<file path="src/sv/fsfp_pkg.sv">
// ----------------------------------------------------------------------------
// fsfp_pkg
// types and codes shared by the flow sensor frame parser
// ----------------------------------------------------------------------------
package fsfp_pkg;

  localparam int unsigned CfgIdxW    = 2;
  localparam int unsigned CfgDataW   = 8;
  localparam int unsigned StoreDepth = 10;

  // configuration register indexes
  localparam logic [CfgIdxW-1:0] CFG_HEADER = 2'd0;
  localparam logic [CfgIdxW-1:0] CFG_FOOTER = 2'd1;
  localparam logic [CfgIdxW-1:0] CFG_VALID  = 2'd2;

  // parser states, one-hot
  typedef enum logic [4:0] {
    ST_HEADER  = 5'b00001,
    ST_LENGTH  = 5'b00010,
    ST_PAYLOAD = 5'b00100,
    ST_CHECK   = 5'b01000,
    ST_FOOTER  = 5'b10000
  } state_e;

  typedef enum logic [1:0] {
    STAT_OK        = 2'd0,
    STAT_LEN_ERR   = 2'd1,
    STAT_CSUM_ERR  = 2'd2,
    STAT_FOOT_ERR  = 2'd3
  } status_e;

  typedef struct packed {
    status_e            status;
    logic signed [15:0] flow_x;
    logic signed [15:0] flow_y;
    logic        [15:0] integ_span;
    logic        [15:0] distance;
    logic               data_valid;
    logic        [7:0]  confidence;
    logic        [31:0] good_frames;
    logic        [31:0] bad_frames;
  } result_t;

endpackage

</file>
<file path="src/sv/flow_sensor_frame_parser.sv">
// ----------------------------------------------------------------------------
// flow_sensor_frame_parser
// frames optical flow sensor packets from a serial byte stream
// ----------------------------------------------------------------------------
//
//  channel | direction | handshake                  | payload
//  --------+-----------+----------------------------+---------------------------
//  in      | input     | in_valid_i / in_stall_o    | rx_byte_i
//  out     | output    | out_valid_o / out_stall_i  | status_o .. bad_frames_o
//  cfg     | input     | cfg_we_i                   | cfg_index_i, cfg_data_i
//
//  one byte beat is taken per cycle while in_stall_o is low; its parser step is
//  done in the cycle it is accepted and any result lands on that edge in the
//  result register, or in the skid register while the result register is stalled
//  a two-entry output (result register plus skid register) keeps input open
//  while one result waits; in_stall_o is high only while the skid is full
//  reset clears parser state, counters and both output entries; the payload
//  store is not reset
//
module flow_sensor_frame_parser #(
  parameter int unsigned PAYLOAD_LEN = 10
) (
  input  logic                          clk_i,
  input  logic                          rst_ni,
  // byte input
  input  logic                          in_valid_i,
  output logic                          in_stall_o,
  input  logic [7:0]                    rx_byte_i,
  // configuration
  input  logic                          cfg_we_i,
  input  logic [fsfp_pkg::CfgIdxW-1:0]  cfg_index_i,
  input  logic [fsfp_pkg::CfgDataW-1:0] cfg_data_i,
  // result output
  output logic                          out_valid_o,
  input  logic                          out_stall_i,
  output logic [1:0]                    status_o,
  output logic signed [15:0]            flow_x_o,
  output logic signed [15:0]            flow_y_o,
  output logic [15:0]                   integ_span_o,
  output logic [15:0]                   distance_o,
  output logic                          data_valid_o,
  output logic [7:0]                    confidence_o,
  output logic [31:0]                   good_frames_o,
  output logic [31:0]                   bad_frames_o
);
  import fsfp_pkg::*;

  localparam logic [3:0] LenByte = 4'(PAYLOAD_LEN);

  // configuration registers
  logic [7:0] header_q, footer_q, valid_code_q;

  // parser state
  state_e      state_q, state_d;
  logic [3:0]  pos_q, pos_d;
  logic [7:0]  xor_q, xor_d;
  logic [7:0]  store_q [StoreDepth];
  logic [31:0] good_q, good_d, bad_q, bad_d;

  // output stage
  result_t out_q, skid_q, res;
  logic    out_valid_q, skid_valid_q;

  logic       in_acc, res_fire, main_free;
  logic [3:0] pos_inc;
  logic       store_we;

  assign in_stall_o = skid_valid_q;
  assign in_acc     = in_valid_i & ~skid_valid_q;
  assign pos_inc    = pos_q + 4'd1;
  assign store_we   = in_acc && (state_q == ST_PAYLOAD) && (pos_q < 4'(StoreDepth));

  always_ff @(posedge clk_i or negedge rst_ni) begin
    if (!rst_ni) begin
      header_q     <= 8'd254;
      footer_q     <= 8'd85;
      valid_code_q <= 8'd245;
    end else if (cfg_we_i) begin
      unique case (cfg_index_i)
        CFG_HEADER: header_q     <= cfg_data_i;
        CFG_FOOTER: footer_q     <= cfg_data_i;
        CFG_VALID:  valid_code_q <= cfg_data_i;
        default: ;  // unused index, write dropped
      endcase
    end
  end

  // parser step for the accepted byte
  always_comb begin
    state_d  = state_q;
    pos_d    = pos_q;
    xor_d    = xor_q;
    good_d   = good_q;
    bad_d    = bad_q;
    res_fire = 1'b0;
    res      = '0;
    res.status = STAT_OK;
    if (in_acc) begin
      unique case (state_q)
        ST_LENGTH: begin
          if (rx_byte_i == {4'd0, LenByte}) begin
            state_d = ST_PAYLOAD;
            pos_d   = '0;
            xor_d   = '0;
          end else begin
            state_d    = ST_HEADER;
            bad_d      = bad_q + 32'd1;
            res_fire   = 1'b1;
            res.status = STAT_LEN_ERR;
          end
        end
        ST_PAYLOAD: begin
          xor_d = xor_q ^ rx_byte_i;
          pos_d = pos_inc;
          if (pos_inc >= LenByte || pos_inc == 4'd0) state_d = ST_CHECK;
        end
        ST_CHECK: begin
          if (rx_byte_i == xor_q) begin
            state_d = ST_FOOTER;
          end else begin
            state_d    = ST_HEADER;
            bad_d      = bad_q + 32'd1;
            res_fire   = 1'b1;
            res.status = STAT_CSUM_ERR;
          end
        end
        ST_FOOTER: begin
          state_d  = ST_HEADER;
          res_fire = 1'b1;
          if (rx_byte_i == footer_q) begin
            good_d         = good_q + 32'd1;
            res.status     = STAT_OK;
            res.flow_x     = {store_q[1], store_q[0]};
            res.flow_y     = {store_q[3], store_q[2]};
            res.integ_span = {store_q[5], store_q[4]};
            res.distance   = {store_q[7], store_q[6]};
            res.data_valid = (store_q[8] == valid_code_q);
            res.confidence = store_q[9];
          end else begin
            bad_d      = bad_q + 32'd1;
            res.status = STAT_FOOT_ERR;
          end
        end
        default: begin
          // header search, also covers any stray code
          state_d = (rx_byte_i == header_q) ? ST_LENGTH : ST_HEADER;
        end
      endcase
    end
    res.good_frames = good_d;
    res.bad_frames  = bad_d;
  end

  always_ff @(posedge clk_i or negedge rst_ni) begin
    if (!rst_ni) begin
      state_q <= ST_HEADER;
      pos_q   <= '0;
      xor_q   <= '0;
      good_q  <= '0;
      bad_q   <= '0;
    end else begin
      state_q <= state_d;
      pos_q   <= pos_d;
      xor_q   <= xor_d;
      good_q  <= good_d;
      bad_q   <= bad_d;
    end
  end

  always_ff @(posedge clk_i) begin
    if (store_we) store_q[pos_q] <= rx_byte_i;
  end

  // result register with skid entry behind it
  assign main_free = ~out_valid_q | ~out_stall_i;

  always_ff @(posedge clk_i or negedge rst_ni) begin
    if (!rst_ni) begin
      out_valid_q  <= 1'b0;
      skid_valid_q <= 1'b0;
    end else if (main_free) begin
      out_valid_q  <= skid_valid_q | res_fire;
      skid_valid_q <= 1'b0;
    end else if (res_fire) begin
      skid_valid_q <= 1'b1;
    end
  end

  always_ff @(posedge clk_i) begin
    if (main_free) begin
      if (skid_valid_q) out_q <= skid_q;
      else if (res_fire) out_q <= res;
    end else if (res_fire) begin
      skid_q <= res;
    end
  end

  assign out_valid_o   = out_valid_q;
  assign status_o      = out_q.status;
  assign flow_x_o      = out_q.flow_x;
  assign flow_y_o      = out_q.flow_y;
  assign integ_span_o  = out_q.integ_span;
  assign distance_o    = out_q.distance;
  assign data_valid_o  = out_q.data_valid;
  assign confidence_o  = out_q.confidence;
  assign good_frames_o = out_q.good_frames;
  assign bad_frames_o  = out_q.bad_frames;

  // skid only holds a result while the result register is occupied
  a_skid_behind_main: assert property (@(posedge clk_i) disable iff (!rst_ni)
    skid_valid_q |-> out_valid_q)
    else $error("skid entry valid with empty result register");

  // a good frame bumps the good counter by exactly one
  a_good_count: assert property (@(posedge clk_i) disable iff (!rst_ni)
    (res_fire && res.status == STAT_OK) |=> good_q == $past(good_q) + 32'd1)
    else $error("good frame counter did not advance");

  // every emitted result sends the parser back to header search
  a_result_resync: assert property (@(posedge clk_i) disable iff (!rst_ni)
    res_fire |=> state_q == ST_HEADER)
    else $error("parser not in header search after a result");

  // a byte that produces no result leaves both counters alone
  a_counters_quiet: assert property (@(posedge clk_i) disable iff (!rst_ni)
    !res_fire |=> (good_q == $past(good_q)) && (bad_q == $past(bad_q)))
    else $error("counter changed without a result");

endmodule
</file>
<file path="config.mk">
export PLATFORM = sky130hd
export DESIGN_NAME = flow_sensor_frame_parser
export DESIGN_NICKNAME = d
export VERILOG_FILES = /design/src/sv/fsfp_pkg.sv /design/src/sv/flow_sensor_frame_parser.sv
export SDC_FILE = /design/constraint.sdc
export NUM_CORES = 1
export LEC_CHECK = 0
export BUFFER_PORTS_ARGS = -buffer_cell sky130_fd_sc_hd__buf_2
export CORE_ASPECT_RATIO = 0.7
export CORE_MARGIN = 2
export CORE_UTILIZATION = 35
export CTS_CLUSTER_SIZE = 12
export DETAILED_ROUTE_END_ITERATION = 6
export HOLD_SLACK_MARGIN = 0.03
export SETUP_SLACK_MARGIN = 0.15
export SYNTH_ARGS = -nofsm -noshare
export SYNTH_HDL_FRONTEND = slang
export SYNTH_SLANG_ARGS = --single-unit
</file>
<file path="constraint.sdc">
create_clock -name clk_i -period 17.6 [get_ports clk_i]
set_clock_uncertainty 0.05 [all_clocks]
set_input_delay 2.64 -clock clk_i [delete_from_list [all_inputs] [get_ports clk_i]]
set_output_delay 2.64 -clock clk_i [all_outputs]
set_load 0.03 [all_outputs]
</file>
* After elaboration in Yosys (flattened, before gate mapping)
Memory sizes are Yosys's and may differ from the RTL's.
Index checks and enable logic that the tools add are counted.
** Storage, ports and cells
- Register bits :: 385
- RAM bits :: 80
- Input port bits :: 23
- Output and inout bits :: 141
- Word-level logic and storage cells :: 104
- Memories :: 1
** Memories
- store_q :: words 10, width 8, read ports 10, clocked after memory_dff 0, write ports 1, line flow_sensor_frame_parser.sv:57 : logic [7:0] store_q [StoreDepth];
** Cells by class
- $add $sub $neg :: 3
- $lt $le $gt $ge :: 2
- Eq/ne operators :: 13
- Multiplexer cells :: 34
- Bitwise logic cells :: 8
- Reductions and logical operators :: 15
** Operators with widths (number)
- 139-bit 2-to-1 mux :: 2
- 32-bit 2-to-1 mux :: 7
- 73-bit 2-to-1 mux :: 2
- 32-bit one-hot mux with 3 select lines :: 1
- 75-bit 2-to-1 mux :: 1
- 32-bit by 1-bit adder with 32-bit output, second input constant :: 2
- 8-bit equality test :: 4
- 5-bit one-hot mux with 4 select lines :: 1
- 8-bit one-hot mux with 2 select lines :: 1
- 2-bit AND reduction :: 6
- 5-bit 2-to-1 mux :: 2
- 8-bit by 4-bit equality test with 1-bit output, second input constant :: 1
- 1-bit 2-to-1 mux :: 8
- 8-bit 2-to-1 mux :: 1
- 4-bit one-hot mux with 2 select lines :: 1
- 8-bit bitwise XOR :: 1
- 2-bit 2-to-1 mux :: 3
- 2-bit one-hot mux with 3 select lines :: 1
- 2-bit nonzero test :: 3
- 5-bit by 2-bit equality test with 1-bit output, second input constant :: 1
- 5-bit by 3-bit equality test with 1-bit output, second input constant :: 1
- 5-bit by 4-bit equality test with 1-bit output, second input constant :: 1
- 5-bit equality test, second input constant :: 1
- 4-bit by 1-bit adder with 4-bit output, second input constant :: 1
- 17 further kinds :: 22

* Logic depth before layout (Yosys ltp)
Gate-level depths: netlist of run 1.
An unclocked memory read counts as a cell.
- Depth after elaboration :: 7
- Mapped depth :: 9
- Gate-level depth less buffers :: 8

* Worst setup path before layout of run 1
No wires, ideal clock.
- Kind :: input to register
- Start point :: input in_valid_i
- End point :: register skid_q[0] in the netlist's numbering (enable)
- Library setup time :: 981 ps
- Data arrival time :: 16785 ps
- Required time :: 16569 ps
- Slack :: -217 ps
- Stages :: 5
- Path buffers :: 2
- Cells stage by stage :: nor2b_1 > o2111ai_1 > clkbuf_1 > clkbuf_1 > nor4bb_1
** On the way
- Cells in the longest elaborated chain, start to end :: 3
** Ends and longest elaborated chain
- from (decl) :: line flow_sensor_frame_parser.sv:26 : input logic in_valid_i,
- 1-bit AND :: line flow_sensor_frame_parser.sv:69 : assign in_acc = in_valid_i & ~skid_valid_q;
- 1-bit 2-to-1 mux :: line flow_sensor_frame_parser.sv:98 : if (in_acc) begin
- 2-bit AND reduction (no source line)
- to (signal assigned) :: line flow_sensor_frame_parser.sv:194 : skid_q <= res;
- to (decl) :: line flow_sensor_frame_parser.sv:61 : result_t out_q, skid_q, res;
No other way between the ends.
A chain may end at the register's enable or synchronous reset.

* Worst setup path in the final report of run 1
- Start point :: input in_valid_i
- End point :: register out_q (netlist bit flow_x_o[6]) (enable)
** On the way
- Cells in the longest elaborated chain, start to end :: 4
** Ends and longest elaborated chain
- 1-bit AND :: line flow_sensor_frame_parser.sv:69
- 1-bit 2-to-1 mux :: line flow_sensor_frame_parser.sv:98
- 2-bit nonzero test (no source line)
- 2-bit AND reduction (no source line)
- to (signal assigned) :: line flow_sensor_frame_parser.sv:191 : if (skid_valid_q) out_q <= skid_q;
- to (signal assigned) :: line flow_sensor_frame_parser.sv:192 : else if (res_fire) out_q <= res;
- to (decl) :: line flow_sensor_frame_parser.sv:61
No other way between the ends.

==> qor.csv, run 1 <==
stage;metric;value;unit
run_status;status;complete, no violations;
clocking;PostCTS Resize Cnt;0;
clocking;CTS root buffer;clkbuf_16;
final_layout;area grow syn2layout;16.2;%
power_and_ir_drop;power density cells;102;nW/um2
sta;PnR worst setup slack;12400;ps
placed_design;pre-CTS setup slack;11780;ps
routing;initial DRC count;823;
synthesis;post-synthesis xor/xnor area fraction;3.16;%
sta;measured slew at the worst slew-check pin;1240;ps
sta;final period utilization;29.5;%
synthesis;largest family of logic cells by synthesized area;simple AND/OR/NAND/NOR gates;
worst_setup_path;WP data required;17730;ps
routing;Total Wirelength;41400;um
worst_setup_path;CP endpoint;flow_x_o[6];
synthesis;multiplexer share of the synthesized area;4.39;%
synthesis;Adder-Cell Fraction of Synth Area;0.471;%
synthesis;Mean Syn Cell Area;15.3;um2
sta;RSZ-0062 raised after global routing;false;
routing;Post-DRT Antenna Nets;0;
worst_setup_path;Register-to-Register Path Depth;7;
clocking;clock sinks;465;
routing;vias per std cell;5.01;
final_layout;most common cell after layout, fill and taps aside;edfxtp_1;
grt;GRT Total Usage;15.0;%
min_path;Hold WC Path Type;reg2reg;
die;Cell Rows;70;
synthesis;Compound-Gate Fraction of Synth Area;6.90;%
sta;pins over their slew limit;0;
final_layout;fraction of layout cells with a size suffix above 1;24.9;%
synthesis;synth warn;0;
synthesis;Simple-Gate Fraction of Synth Area;11.1;%
power_and_ir_drop;Max IR drop VDD;0.0614;mV
routing;DR WL/cell;19.7;um
sta;headroom to the max-slew limit;16.8;%
die;Starting Density;35.5;%
final_layout;Layout Utilization;41.3;%
clocking;setup bufs post-CTS;0;
synthesis;area leader, netlist;edfxtp_1;
synthesis;top cells by area, synth;edfxtp_1, dfrtp_1, mux2_2;
clocking;CTS Buffer Depth;3;
clocking;Skew-Pair Late Insertion Delay;580;ps
synthesis;area share of the leading cell type in the synthesized netlist;57.8;%
final_layout;nets@finish;1411;
routing;drt first pass iters;5;
synthesis;Async S/R FF share, synth;23.0;%
sta;Period minus WS final;5200;ps
die;total core area;52400;um2
die;Die ar.;55000;um2
synthesis;Cell Area, Synth;18600;um2
synthesis;Syn Inst Count;1215;
synthesis;Syn Nets;1245;
flow_run;max-cap violation count;0;
worst_setup_path;reg2reg start;in_stall_o;
synthesis;sequential element share of the synthesized area;72.3;%
final_layout;most frequent cells in the layout;edfxtp_1, buf_2, dfrtp_1, and2_1, a21o_1;
sta;endpoints failing setup;0;
worst_setup_path;crit path DAT;5330;ps
synthesis;EDFF count, synth;358;
worst_setup_path;Critical Path Start Type;input port;
worst_setup_path;CP startpoint;in_valid_i;
grt;initial antenna violation count;3;
grt;first-pass GRT wire length;63500;um
worst_setup_path;Setup CP Type;in2reg;
synthesis;ys flop type;edfxtp_1;
clocking;CTS Buf Count;49;
routing;via count;10500;
sta;fmax;192;MHz
worst_setup_path;Worst Setup End Kind;flip-flop;
placed_design;RD Place Congestion;0.808;
grt;GRT overflow;0;
clocking;H-tree levels;2;
worst_setup_path;largest fanout on the critical path;72;
worst_setup_path;FF-to-FF setup slack;13840;ps
placed_design;Detailed Place HPWL;26200;um
clocking;CTS tree;done;
sta;TNS Setup;0;ps
grt;largest net degree at the start of global routing;73;
routing;DRC;0;
clocking;clock slew at reported path FFs;60;ps
die;Die H;197;um
grt;vias in the first global route;10500;
power_and_ir_drop;Leak Pwr;0.00921;uW
worst_setup_path;RR Endpoint;flow_x_o[6];
clocking;# hold bufs at CTS;0;
synthesis;Yosys cell types;57;
die;Top Ports;164;
sta;final hold vios;0;
die;chip width;280;um
placed_design;Port Buf Inserts;163;
synthesis;Yosys reg bits;465;
==> sequential cells by signal (all words and copies together) (netlist names), 32 cells and up <==
register / count
bad_frames_o: 32
good_q: 32
good_frames_o: 32
skid_q: 139
bad_q: 32
store_q: 80
==> final cells by class <==
| class | count | area, um2 |
|---|---|---|
| inverters | 11 | 41.3 |
| well taps | 684 | 856 |
| clock inverters | 20 | 149 |
| clock buffers | 64 | 1300 |
| repair buffers | 177 | 923 |
| fillers | 4795 | 30800 |
| flip-flops and latches | 465 | 13500 |
| diodes | 1 | 2.50 |
| multi-input cells | 677 | 4880 |
==> per-layer routing <==
metal / vias up / wire length, um / track usage [%]
met5: - / 7 / 0
met4: 2 / 910 / 4.46
met3: 73 / 2200 / 3.17
met2: 273 / 17700 / 21.6
met1: 5264 / 20500 / 22.6
li1: 4911 / - / -
==> kinds of logic after synthesis <==
kind of cell	after synthesis
buffers and inverters	73
adders and majority gates	7
and+or+nand+nor	353
AOI/OAI and AO/OA	177
muxes	73
DFF	465
xor gates and xnor gates	67
==> worst max-delay path, stage by stage <==
cell,delay [ps]
buf_2,100
nor2b_1,360
o2111ai_2,180
buf_4,300
inv_1,90
a31oi_1,150
a21oi_4,580
buf_4,850
==> through the flow <==
step | std cells | instance area (um2) | hold slack, ps | total power (uW)
6_report | 2099 | 21600 | 424 | 2200
5_1_grt | 2098 | 21600 | 455 | 2280
4_1_cts | 2098 | 21600 | 430 | 2230
3_5_place_dp | 2014 | 20200 | 430 | 1270
3_3_place_gp | 2014 | 20200 | 411 | 1270
2_1_floorplan | 1215 | 18600 | 394 | 1250
==> cells in the mapped netlist, drive strengths merged, types with 16 or more instances <==
| library cell | number |
|---|---|
| dfrtp | 89 |
| xor2 | 37 |
| and3 | 16 |
| nand3 | 38 |
| dfstp | 18 |
| and2 | 82 |
| xnor2 | 30 |
| edfxtp | 358 |
| o21ai | 22 |
| nand2 | 54 |
| nand4 | 21 |
| mux2 | 69 |
| nor2 | 46 |
| nor4 | 30 |
| clkbuf | 51 |
| o31ai | 16 |
| a21o | 77 |
| a31oi | 16 |
==> how the worst min path moves through the flow <==
stage,cells past startpoint,startpoint,slack (ps),end
final,1,good_q[31],420,good_q[31]
after global routing,1,good_q[31],450,good_q[31]
after CTS,1,good_q[31],430,good_q[31]
after detailed placement,1,good_q[31],430,good_q[31]
after global placement,1,good_q[31],410,good_q[31]
after floorplan,1,good_q[31],390,good_q[31]
==> where the power goes <==
| part | switching, uW | total [uW] | internal, uW |
|---|---|---|---|
| Sequential | 9.02 | 1200 | 1190 |
| Combinational | 25.1 | 45.3 | 20.1 |
| Clock | 421 | 957 | 536 |
| Total | 455 | 2200 | 1750 |
(Power assumes the default switching activity.)
==> inputs of run 2 (changes only) <==
==> constraint.sdc (replaced) <==
create_clock -name clk_i -period 5.1 [get_ports clk_i]
set_clock_uncertainty 0.05 [all_clocks]
set_input_delay 0.765 -clock clk_i [delete_from_list [all_inputs] [get_ports clk_i]]
set_output_delay 0.765 -clock clk_i [all_outputs]
set_load 0.03 [all_outputs]
==> run 2 against run 1 <==
Against the previous run:
- via count decreased by 0.31%
- hold slack got worse by 360 ps
- sequential cell count unchanged
==> qor.csv, run 2 (synthesis gave the netlist of run 1 again) <==
stage;metric;value;unit
die;chip width;280;um
worst_setup_path;ordered cell list for the critical path;nor4_1 -> nand2_1 -> a21o_1 -> a31oi_1 -> nand2_1 -> a221o_1;
worst_setup_path;Critical Path Start Type;flip-flop;
routing;drt first pass iters;5;
worst_setup_path;largest fanout on the critical path;13;
final_layout;Final Non-Filler Cells;2095;
final_layout;Top Registers;skid_q: 139 flops, store_q: 80 flops;
sta;worst hold slack;65.3;ps
placed_design;Detailed Place HPWL;25200;um
sta;Period minus WS final;3210;ps
final_layout;Top reg by flops;skid_q;
power_and_ir_drop;Internal Dissipation;6140;uW
grt;initial antenna violation count;5;
routing;Total Wirelength;40700;um
die;total core area;52400;um2
routing;initial DRC count;659;
clocking;PostCTS Resize Cnt;0;
worst_setup_path;WP data required;5380;ps
power_and_ir_drop;logic gate share of total power;2.0;%
sta;RSZ-0062 raised after global routing;false;
run_status;status;complete, no violations;
sta;endpoints failing setup;0;
sta;headroom to the max-slew limit;18.5;%
worst_setup_path;worst stage delay on the critical path;1020;ps
die;Cell Rows;70;
worst_setup_path;CP Buf/Inv Count;0;
clocking;clock slew at reported path FFs;60;ps
grt;largest net degree at the start of global routing;140;
final_layout;nets@finish;1409;
clocking;clock sinks;465;
clocking;CTS tree;done;
placed_design;Placed Cells;2013;
power_and_ir_drop;Sw Ratio;20.2;%
die;Die ar.;55000;um2
worst_setup_path;Worst Setup End Kind;flip-flop;
clocking;# hold bufs at CTS;0;
routing;DRC;0;
final_layout;fraction of layout cells with a size suffix above 1;25.0;%
final_layout;Filler cells;4801;
power_and_ir_drop;Reg power frac;53.7;%
sta;final hold vios;0;
final_layout;area grow syn2layout;16.7;%
flow_run;max-cap violation count;0;
worst_setup_path;CP max-delay cell;a31oi_1;
final_layout;number of flip-flops in the largest register;139;
placed_design;RD Place Congestion;0.801;
clocking;CTS root buffer;clkbuf_16;
clocking;setup bufs post-CTS;0;
clocking;CTS Buf Count;48;
final_layout;most frequent cells in the layout;edfxtp_1, buf_2, dfrtp_1, and2_1, a21o_1;
clocking;Skew-Pair Late Insertion Delay;590;ps
final_layout;most common cell after layout, fill and taps aside;edfxtp_1;
die;Top Ports;164;
worst_setup_path;Setup CP Type;reg2reg;
routing;vias per std cell;5.01;
sta;measured slew at the worst slew-check pin;1220;ps
sta;fmax;312;MHz
clocking;H-tree levels;2;
routing;DR WL/cell;19.4;um
sta;final period utilization;62.9;%
power_and_ir_drop;Max IR drop VDD;0.210;mV
die;Starting Density;35.5;%
placed_design;Port Buf Inserts;163;
routing;via count;10500;
grt;first-pass GRT wire length;63300;um
power_and_ir_drop;power density cells;355;nW/um2
worst_setup_path;CP delay by family, top;compound AO/OA/AOI/OAI gates;
power_and_ir_drop;Clk pwr share;44.3;%
power_and_ir_drop;Leak Pwr;0.00924;uW
worst_setup_path;CP most frequent cell;nand2_1;
grt;GRT overflow;0;
final_layout;Sequential Area;13500;um2
clocking;CTS Buffer Depth;3;
grt;GRT Total Usage;14.9;%
min_path;Hold WC Path Type;in2async;
routing;Post-DRT Antenna Nets;0;
power_and_ir_drop;net load switching power;1560;uW
die;Die H;197;um
worst_setup_path;crit path DAT;3490;ps
grt;vias in the first global route;10500;
sta;pins over their slew limit;0;
final_layout;multi-input combinational cell area;4900;um2
run 2: changes by cell type in the layout (fill, tap and decap cells not counted), sizes merged:
cell / change
buf: -1
bufinv: +2
clkbuf: +5
clkinv: -8
clkinvlp: -1
inv: -1
run 2: power groups by stage:
stage	Sequential (uW)	Clock, uW	Combinational (uW)
after floorplan	4200	0	94.5
after global placement	4210	0	154
after detailed placement	4210	0	158
after CTS	4140	3510	159
after global routing	4140	3640	175
final	4140	3410	155
run 2: final cells by class:
cell class | count | area share, %
Sequential cell | 465 | 62.0
Inverter | 11 | 0.190
Multi-Input combinational cell | 677 | 22.6
Clock buffer | 69 | 6.13
Timing Repair Buffer | 176 | 4.33
Tap cell | 684 | 3.94
Antenna cell | 1 | 0.0115
Clock inverter | 12 | 0.824
run 2: per-stage QoR:
stage | util (%) | worst slack [ps] | setup TNS (ps) | instance area (um2) | power, uW
CTS | 41.4 | 1860 | 0 | 21700 | 7800
finish | 41.4 | 1890 | 0 | 21700 | 7700
detailed placement | 38.6 | 1310 | 0 | 20200 | 4370
floorplan | - | -1390 | -192830 | 18700 | 4300
global route | 41.4 | 1590 | 0 | 21700 | 7960
global placement | 38.6 | 1400 | 0 | 20200 | 4370
run 2: metal layers:
layer | routed length [um] | GRT usage, %
met1 | 20600 | 23.4
met2 | 17100 | 20.8
met4 | 753 | 4.02
met3 | 2280 | 3.12
met5 | 13 | 0
run 2: worst paths after layout:
| check | endpoint | cells past startpoint | from | slack (ps) |
|---|---|---|---|---|
| setup / recovery | bad_frames_o[2] | 6 | state_q[3] | 1890 |
| hold / removal | out_valid_o | 1 | rst_ni | 70 |
| setup reg to reg | bad_frames_o[2] | 6 | state_q[3] | 1890 |
| hold reg to reg | good_q[31] | 1 | good_q[31] | 430 |
| max in group asynchronous | good_q[4] | 2 | rst_ni | 3990 |
| min in group clk_i | valid_code_q[3] | 2 | cfg_data_i[3] | 390 |
==> inputs of run 3 (changes only) <==
--- a/config.mk
+++ b/config.mk
@@ -5,6 +5,7 @@
 export SDC_FILE = /design/constraint.sdc
 export NUM_CORES = 1
 export LEC_CHECK = 0
+export ABC_AREA = 1
 export BUFFER_PORTS_ARGS = -buffer_cell sky130_fd_sc_hd__buf_2
 export CORE_ASPECT_RATIO = 0.7
 export CORE_MARGIN = 2
==> constraint.sdc (replaced) <==
create_clock -name clk_i -period 2.6 [get_ports clk_i]
set_clock_uncertainty 0.05 [all_clocks]
set_input_delay 0.39 -clock clk_i [delete_from_list [all_inputs] [get_ports clk_i]]
set_output_delay 0.39 -clock clk_i [all_outputs]
set_load 0.03 [all_outputs]
==> run 3 against run 2 <==
Against the previous run:
- via count increased by 22%
- critical endpoint is now in_stall_o
- highest routed layer is now met4
- synthesized cell count up 45%
- largest cell class unchanged
- total power grew 110%
- largest power group unchanged
- clock power increased by 99%
- final cell count grew 32%
- register-to-register slack got worse by 1600 ps
==> qor.csv, run 3 <==
stage;metric;value;unit
power_and_ir_drop;Internal Dissipation;12400;uW
final_layout;nets@finish;2017;
die;Top Ports;164;
sta;final hold vios;0;
die;Die ar.;56700;um2
synthesis;top cells by area, synth;edfxtp_1, dfrtp_1, nand2_1;
routing;DRC;0;
power_and_ir_drop;Sw Ratio;22.6;%
synthesis;Post-synth top cells;nand2_1, edfxtp_1, inv_1, nor2_1, o21ai_0;
routing;Total Wirelength;44900;um
routing;via count;12800;
synthesis;synth warn;0;
grt;GRT overflow;0;
sta;final period utilization;89.4;%
synthesis;Async S/R FF share, synth;23.0;%
sta;PnR worst setup slack;275;ps
synthesis;area share of the leading cell type in the synthesized netlist;56.1;%
sta;headroom to the max-slew limit;47.5;%
grt;first-pass GRT wire length;69500;um
clocking;CTS root buffer;clkbuf_16;
routing;DR WL/cell;16.3;um
run_status;status;complete, no violations;
power_and_ir_drop;net load switching power;3620;uW
synthesis;sequential element share of the synthesized area;70.1;%
synthesis;Yosys cell types;41;
grt;largest net degree at the start of global routing;146;
clocking;clock slew at reported path FFs;60;ps
worst_setup_path;CP max-delay cell;buf_12;
die;chip width;284;um
sta;RSZ-0062 raised after global routing;false;
clocking;Skew-Pair Late Insertion Delay;590;ps
worst_setup_path;Worst Setup End Kind;output port;
power_and_ir_drop;power density cells;695;nW/um2
power_and_ir_drop;Leak Pwr;0.00954;uW
worst_setup_path;worst stage delay on the critical path;510;ps
synthesis;ys flop type;edfxtp_1;
synthesis;most numerous cell in the Yosys netlist;nand2_1;
synthesis;Yosys reg bits;465;
grt;initial antenna violation count;0;
clocking;CTS Buffer Depth;3;
final_layout;# diodes;0;
synthesis;Syn Inst Count;1758;
worst_setup_path;ordered cell list for the critical path;buf_12 -> buf_2;
routing;vias per std cell;4.63;
final_layout;most frequent cells in the layout;nand2_1, edfxtp_1, inv_1, buf_2, nor2_1;
power_and_ir_drop;Clk pwr share;42.4;%
grt;vias in the first global route;12400;
routing;initial DRC count;1010;
clocking;H-tree levels;2;
sta;endpoints failing setup;0;
placed_design;Detailed Place HPWL;29900;um
synthesis;Syn Nets;1788;
worst_setup_path;WP data required;2160;ps
final_layout;Filler cells;5115;
final_layout;number of flip-flops in the largest register;139;
sta;pins over their slew limit;0;
worst_setup_path;Critical Path Start Type;flip-flop;
clocking;CTS Buf Count;48;
routing;Post-DRT Antenna Nets;0;
power_and_ir_drop;Max IR drop VDD;0.469;mV
die;Starting Density;35.6;%
die;Die H;200;um
power_and_ir_drop;Reg power frac;52.1;%
synthesis;EDFF count, synth;358;
sta;Period minus WS final;2330;ps
min_path;Hold WC Path Type;in2reg;
synthesis;Cell Area, Synth;19200;um2
sta;worst hold slack;60.2;ps
placed_design;Port Buf Inserts;163;
synthesis;area leader, netlist;edfxtp_1;
final_layout;Top Registers;skid_q: 139 flops, store_q: 80 flops;
worst_setup_path;Setup CP Type;reg2out;
worst_setup_path;crit path DAT;1890;ps
placed_design;RD Place Congestion;0.867;
sta;fmax;430;MHz
routing;drt first pass iters;5;
final_layout;most common cell after layout, fill and taps aside;nand2_1;
final_layout;fraction of layout cells with a size suffix above 1;17.7;%
clocking;clock sinks;465;
flow_run;max-cap violation count;0;
final_layout;Top reg by flops;skid_q;
clocking;CTS tree;done;
final_layout;Layout Utilization;42.8;%
grt;GRT Total Usage;15.6;%
die;total core area;53900;um2
die;Cell Rows;71;
worst_setup_path;largest fanout on the critical path;145;
placed_design;pre-CTS setup slack;140;ps
sta;measured slew at the worst slew-check pin;788;ps
power_and_ir_drop;logic gate share of total power;5.5;%
final_layout;area grow syn2layout;20.3;%
synthesis;Mean Syn Cell Area;10.9;um2
## run 3: changes by cell type after synthesis, moves of 33 or more
cell,before,now
nand2_1,54,525
inv_1,11,196
o21ai_0,22,133
nor2_1,46,145
a21o_1,77,0
and2_1,82,7
mux2_2,69,0
nand3_1,38,71
## run 3: critical path: cells and delay by family (launching register included)
kind | cells | cell delay, ps
buffers and inverters | 2 | 830
DFF | 1 | 440
## run 3: power groups by stage
stage | Clock [uW] | Combinational [uW] | Sequential, uW
after global placement | 0 | 854 | 8490
final | 6800 | 888 | 8340
after detailed placement | 0 | 876 | 8490
after floorplan | 0 | 415 | 8580
after global routing | 7250 | 993 | 8360
after CTS | 6970 | 889 | 8340
## run 3: routing by layer
metal	wire (um)	vias up	track usage, %
met1	22000	6153	22.9
li1	-	6259	-
met5	0	-	0
met2	19800	295	23.9
met3	2200	57	2.82
met4	840	0	4.12
## run 3: area by class of cell
| type | instances | area [um2] | share of cell area (%) |
|---|---|---|---|
| Inverter | 207 | 788 | 3.42 |
| Clock inverter | 11 | 106 | 0.461 |
| Multi-Input combinational cell | 1033 | 4790 | 20.8 |
| Sequential cell | 465 | 13500 | 58.3 |
| Tap cell | 730 | 913 | 3.96 |
| Timing Repair Buffer | 232 | 1580 | 6.83 |
| Clock buffer | 79 | 1440 | 6.25 |
## run 3: cells by family after synthesis
group	count (synthesis)	synth area share [%]
fa+ha+maj	7	0.457
xor+xnor	34	1.63
buf+inv	260	5.35
compound gates	160	4.39
simple gates	832	18.0
flops	465	70.1
## run 3: worst paths after layout
path | slack [ps] | end | startpoint | depth (start not counted)
max | 270 | in_stall_o | in_stall_o | 2
min | 60 | header_q[5] | cfg_data_i[5] | 3
max reg2reg | 300 | skid_q[0] | footer_q[0] | 13
min reg2reg | 440 | valid_code_q[4] | valid_code_q[4] | 2
max in group asynchronous | 1550 | good_q[4] | rst_ni | 3
min in group asynchronous | 280 | good_q[25] | rst_ni | 2
## run 3: stage by stage
step                total power (uW)  cell area [um2]  setup TNS, ps  instances
floorplan                       9000            19200        -304470       1758
global placement                9340            21300              0       2654
detailed placement              9370            21300              0       2654
CTS                            16200            22900              0       2751
global route                   16600            23100              0       2757
finish                         16000            23100              0       2757
## run 3: repair_timing
item / CTS / global route
endpoints found under the setup margin: 0 / 177
endpoints found under the hold margin: 35 / 0
hold buffers: 7 / 0
resized for setup: 0 / 17
setup buffers: 0 / 5
